**config.mk**
```make
export PLATFORM = sky130hd
export DESIGN_NAME = mvt_out
export DESIGN_NICKNAME = d
export VERILOG_FILES = /design/src/hw/rtl/mvt_pkg.sv /design/src/hw/rtl/mvt_out.sv
export SDC_FILE = /design/constraint.sdc
export NUM_CORES = 1
export LEC_CHECK = 0
export ABC_AREA = 1
export BUFFER_PORTS_ARGS = -buffer_cell sky130_fd_sc_hd__buf_4
export CAP_MARGIN = 10
export CORE_ASPECT_RATIO = 0.5
export CORE_MARGIN = 5
export CORE_UTILIZATION = 47
export CTS_CLUSTER_DIAMETER = 40
export DETAILED_ROUTE_END_ITERATION = 7
export GPL_ROUTABILITY_DRIVEN = 0
export PLACE_DENSITY = 0.77
export SYNTH_ARGS = -nofsm -noshare
export SYNTH_HDL_FRONTEND = slang
export SYNTH_SLANG_ARGS = --single-unit
```
**constraint.sdc**
```tcl
create_clock -name i_clk -period 7.3 [get_ports i_clk]
set_input_delay 0.73 -clock i_clk [delete_from_list [all_inputs] [get_ports i_clk]]
set_output_delay 0.73 -clock i_clk [all_outputs]
set_load 0.02 [all_outputs]
```
**src/hw/rtl/mvt_pkg.sv**
```systemverilog
// Shared constants and types for the 4x4 matrix-vector transform engine.
`default_nettype none

package mvt_pkg;

    localparam int NUM_LANES    = 4;   // one lane per matrix row
    localparam int NUM_COLS     = 4;
    localparam int FIELD_BITS   = 32;  // width of each vector field on the ports
    localparam int CFG_BITS     = 64;
    localparam int NUM_REGS     = 8;
    localparam int CFG_IDX_BITS = 3;
    localparam int LANE_STAGES  = 4;   // multiply, pair add, final add, shift/saturate

    typedef logic [CFG_IDX_BITS-1:0] t_cfg_idx;

    // Configuration register indexes
    localparam t_cfg_idx CFG_ROW0_COLS01 = 3'd0;
    localparam t_cfg_idx CFG_ROW0_COLS23 = 3'd1;
    localparam t_cfg_idx CFG_ROW1_COLS01 = 3'd2;
    localparam t_cfg_idx CFG_ROW1_COLS23 = 3'd3;
    localparam t_cfg_idx CFG_ROW2_COLS01 = 3'd4;
    localparam t_cfg_idx CFG_ROW2_COLS23 = 3'd5;
    localparam t_cfg_idx CFG_ROW3_COLS01 = 3'd6;
    localparam t_cfg_idx CFG_ROW3_COLS23 = 3'd7;

    // Merged result of all lanes, as it leaves on the output channel.
    typedef struct packed {
        logic [NUM_LANES-1:0]                 sat;
        logic [NUM_LANES-1:0][FIELD_BITS-1:0] comp;
    } t_result;

endpackage

`default_nettype wire

```
**src/hw/rtl/mvt_out.sv**
```systemverilog
// Merge stage: gathers the lane results into one transaction, output register and skid.
`default_nettype none

module mvt_out
    import mvt_pkg::*;
#(
    parameter int WORD_BITS = 32
) (
    input  logic                                i_clk,
    input  logic                                i_rst_n,
    input  logic                                i_valid,
    input  logic [NUM_LANES-1:0][WORD_BITS-1:0] i_res,
    input  logic [NUM_LANES-1:0]                i_sat,
    output logic                                o_ready,
    output logic                                o_valid,
    input  logic                                i_ready,
    output t_result                             o_data
);

    t_result w_merged;
    t_result r_out, r_skid;
    logic    r_out_v, r_skid_v;
    logic    w_take;

    always_comb begin
        for (int i = 0; i < NUM_LANES; i++) begin
            w_merged.comp[i] = FIELD_BITS'(i_res[i]);
        end
        w_merged.sat = i_sat;
    end

    assign w_take = r_out_v && i_ready;

    always_ff @(posedge i_clk) begin
        if (!i_rst_n) begin
            r_out_v  <= 1'b0;
            r_skid_v <= 1'b0;
        end else if (r_skid_v) begin
            if (w_take) begin
                r_out    <= r_skid;
                r_skid_v <= 1'b0;
            end
        end else if (i_valid) begin
            if (!r_out_v || w_take) begin
                r_out   <= w_merged;
                r_out_v <= 1'b1;
            end else begin
                // output still waiting: park the transaction
                r_skid   <= w_merged;
                r_skid_v <= 1'b1;
            end
        end else if (w_take) begin
            r_out_v <= 1'b0;
        end
    end

    assign o_ready = !r_skid_v;
    assign o_valid = r_out_v;
    assign o_data  = r_out;

endmodule

`default_nettype wire

```
==> run summary <==
Outcome - finished, final reports clean
Initial core utilization - 0.475
Slew margin rel. - 0.368
Worst Skew - 9.00 ps
Pwr dens - 258 nW/um^2
FF+latch count, synth - 266
Vias in the first global route - 6392
Global-route usage over all layers - 0.185
Die height - 112 um
Synth top area cells - edfxtp_1, nand2_1, buf_2, buf_6, dfxtp_1
Die Width - 213 um
CP Max Fanout - 70
Synth Instances - 710
Worst hold slack - 407 ps
CTS tree - done
RSZ-0062 raised after global routing - no
Vias - 6141
LEAKAGE - 5.30 nW
Worst Tran Pin Value - 948 ps
Fin nets - 1119
Synth cell types - 11
Port buffer count - 269
Fmax - 289 MHz
Die Area - 23800 um^2
Clock Latency Late Sink - 500 ps
GR Overflow Total - 0
Share of cells above drive strength 1 - 0.310
Pre-CTS WS - 3810 ps
Clk sinks - 266
YS warnings - 0
Final wirelength - 22600 um
Top FF cell, synth - edfxtp_1
Clock Tree Root - clkbuf_16
Post-CTS Hold Fix Bufs - 0
Cell taking the most area after synthesis - edfxtp_1
Critical setup path kind - flop to flop
CTS clk-pin slew, worst paths - 70 ps
Shortest period the worst path allows - 3460 ps
Number of flops mapped to enable cells by yosys - 264
Hold WC Path Type - input port to flop
N_diodes - 0
Syn Std Cell Area - 9720 um^2
Pin count of the biggest net entering global routing - 92
First-pass GRT wire length - 34600 um
Mean cell area of the mapped netlist - 13.7 um^2
Core ar. - 20500 um^2
Total iterations of the first detailed-routing run - 7
H-tree Lvls - 1
Initial drt markers - 514
Syn nets - 846
Vias per Instance - 4.83
Final core occ - 0.621
Clock Path Buffers - 3
Startpoint Class - flop
Final Cycle Share - 0.474
Final hold viol count - 0
Final setup fails - 0
Worst VDD drop - 0.148 mV
Remaining DRCs - 0
Max-cap violations - 0
Post-CTS Resized - 0
TNS Setup - 0 ps
Post-synth ARST share - 0
DR WL/cell - 17.7 um
Post-DP HPWL - 15300 um
Sequential area share after synthesis - 0.820
Most frequent cell after synthesis - nand2_1
Post-CTS Setup Bufs - 0
Initial antenna violation count - 0
Crit path capture type - flop
TritonCTS Buffers - 24
Setup ws final - 3840 ps
Final ANT Viol Nets - 0
Critical Path RT - 7440 ps
Area growth syn-to-layout - 30.6%
Io pins - 270
Area share of the largest cell type after synthesis - 0.815
Worst Path Arrival - 3600 ps
Fill cells - 1557
Final number of max-transition violations - 0
Cell Rows - 37
Top cells by count, synth - nand2_1, edfxtp_1, buf_2
==> final cells by class <==
class / count / area [um^2] / share of cell area
sequential: 266 / 7970 / 0.628
timing repair buffer: 276 / 2070 / 0.163
multi-input combinational: 411 / 1560 / 0.123
clock buffer: 29 / 641 / 0.0505
tap: 273 / 342 / 0.0269
clock inverter: 13 / 93.8 / 0.00739
inverter: 4 / 17.5 / 0.00138
==> state kept, by name (all words and copies together) (netlist names) <==
register,flops
o_data,132
o_valid,1
r_skid,132
r_skid_v,1
==> critical path, stage by stage, from the launching register on <==
cell	delay (ps)
dfxtp_4	500
inv_4	580
nand3_1	230
nor2_4	130
buf_4	700
buf_4	770
==> placed cells by master, fill, tap and decap left out, types with 2 or more instances in the layout <==
cell / instances
clkbuf_1: 4
clkbuf_16: 25
clkinv_1: 8
inv_1: 3
nor2_4: 2
buf_4: 276
nor2_1: 4
edfxtp_1: 264
nand2_1: 403
==> routing by layer <==
metal  track usage  share of wire  up-vias
li1              -              -     2943
met1         0.214           0.37     2979
met2         0.348           0.55      174
met3        0.0321          0.049       45
met4        0.0588          0.030        0
met5             0              0        -
==> power by group <==
part	leakage, nW	switching (mW)	internal [mW]	total (mW)
Clock	0.358	0.526	0.662	1.19
Sequential	2.45	0.0228	1.75	1.78
Combinational	2.50	0.180	0.124	0.304
Total	5.30	0.728	2.54	3.27
==> worst paths after layout <==
kind	slack (ps)	from	to	depth (start not counted)
max reg2reg	3840	r_skid_v	r_skid[93]	5
max	3840	r_skid_v	r_skid[93]	5
min	410	i_res[12]	r_skid[12]	1
min reg2reg	510	r_skid[30]	o_data[30]	2
==> kinds of logic (layout without fill, tap and decap cells) <==
group / count (synthesis) / in the layout / synth area share
compound gates: 1 / 1 / 0.000514
buf+inv: 33 / 322 / 0.0215
simple gates: 410 / 410 / 0.158
flops: 266 / 266 / 0.820
==> stage by stage <==
stage,power [mW],instances,area (um^2)
global route,3.39,1272,12700
detailed placement,2.12,1230,12000
CTS,3.30,1272,12700
floorplan,1.96,710,9720
global placement,2.11,1230,12000
finish,3.27,1272,12700
Note: power is estimated with default switching activity, not from simulation.
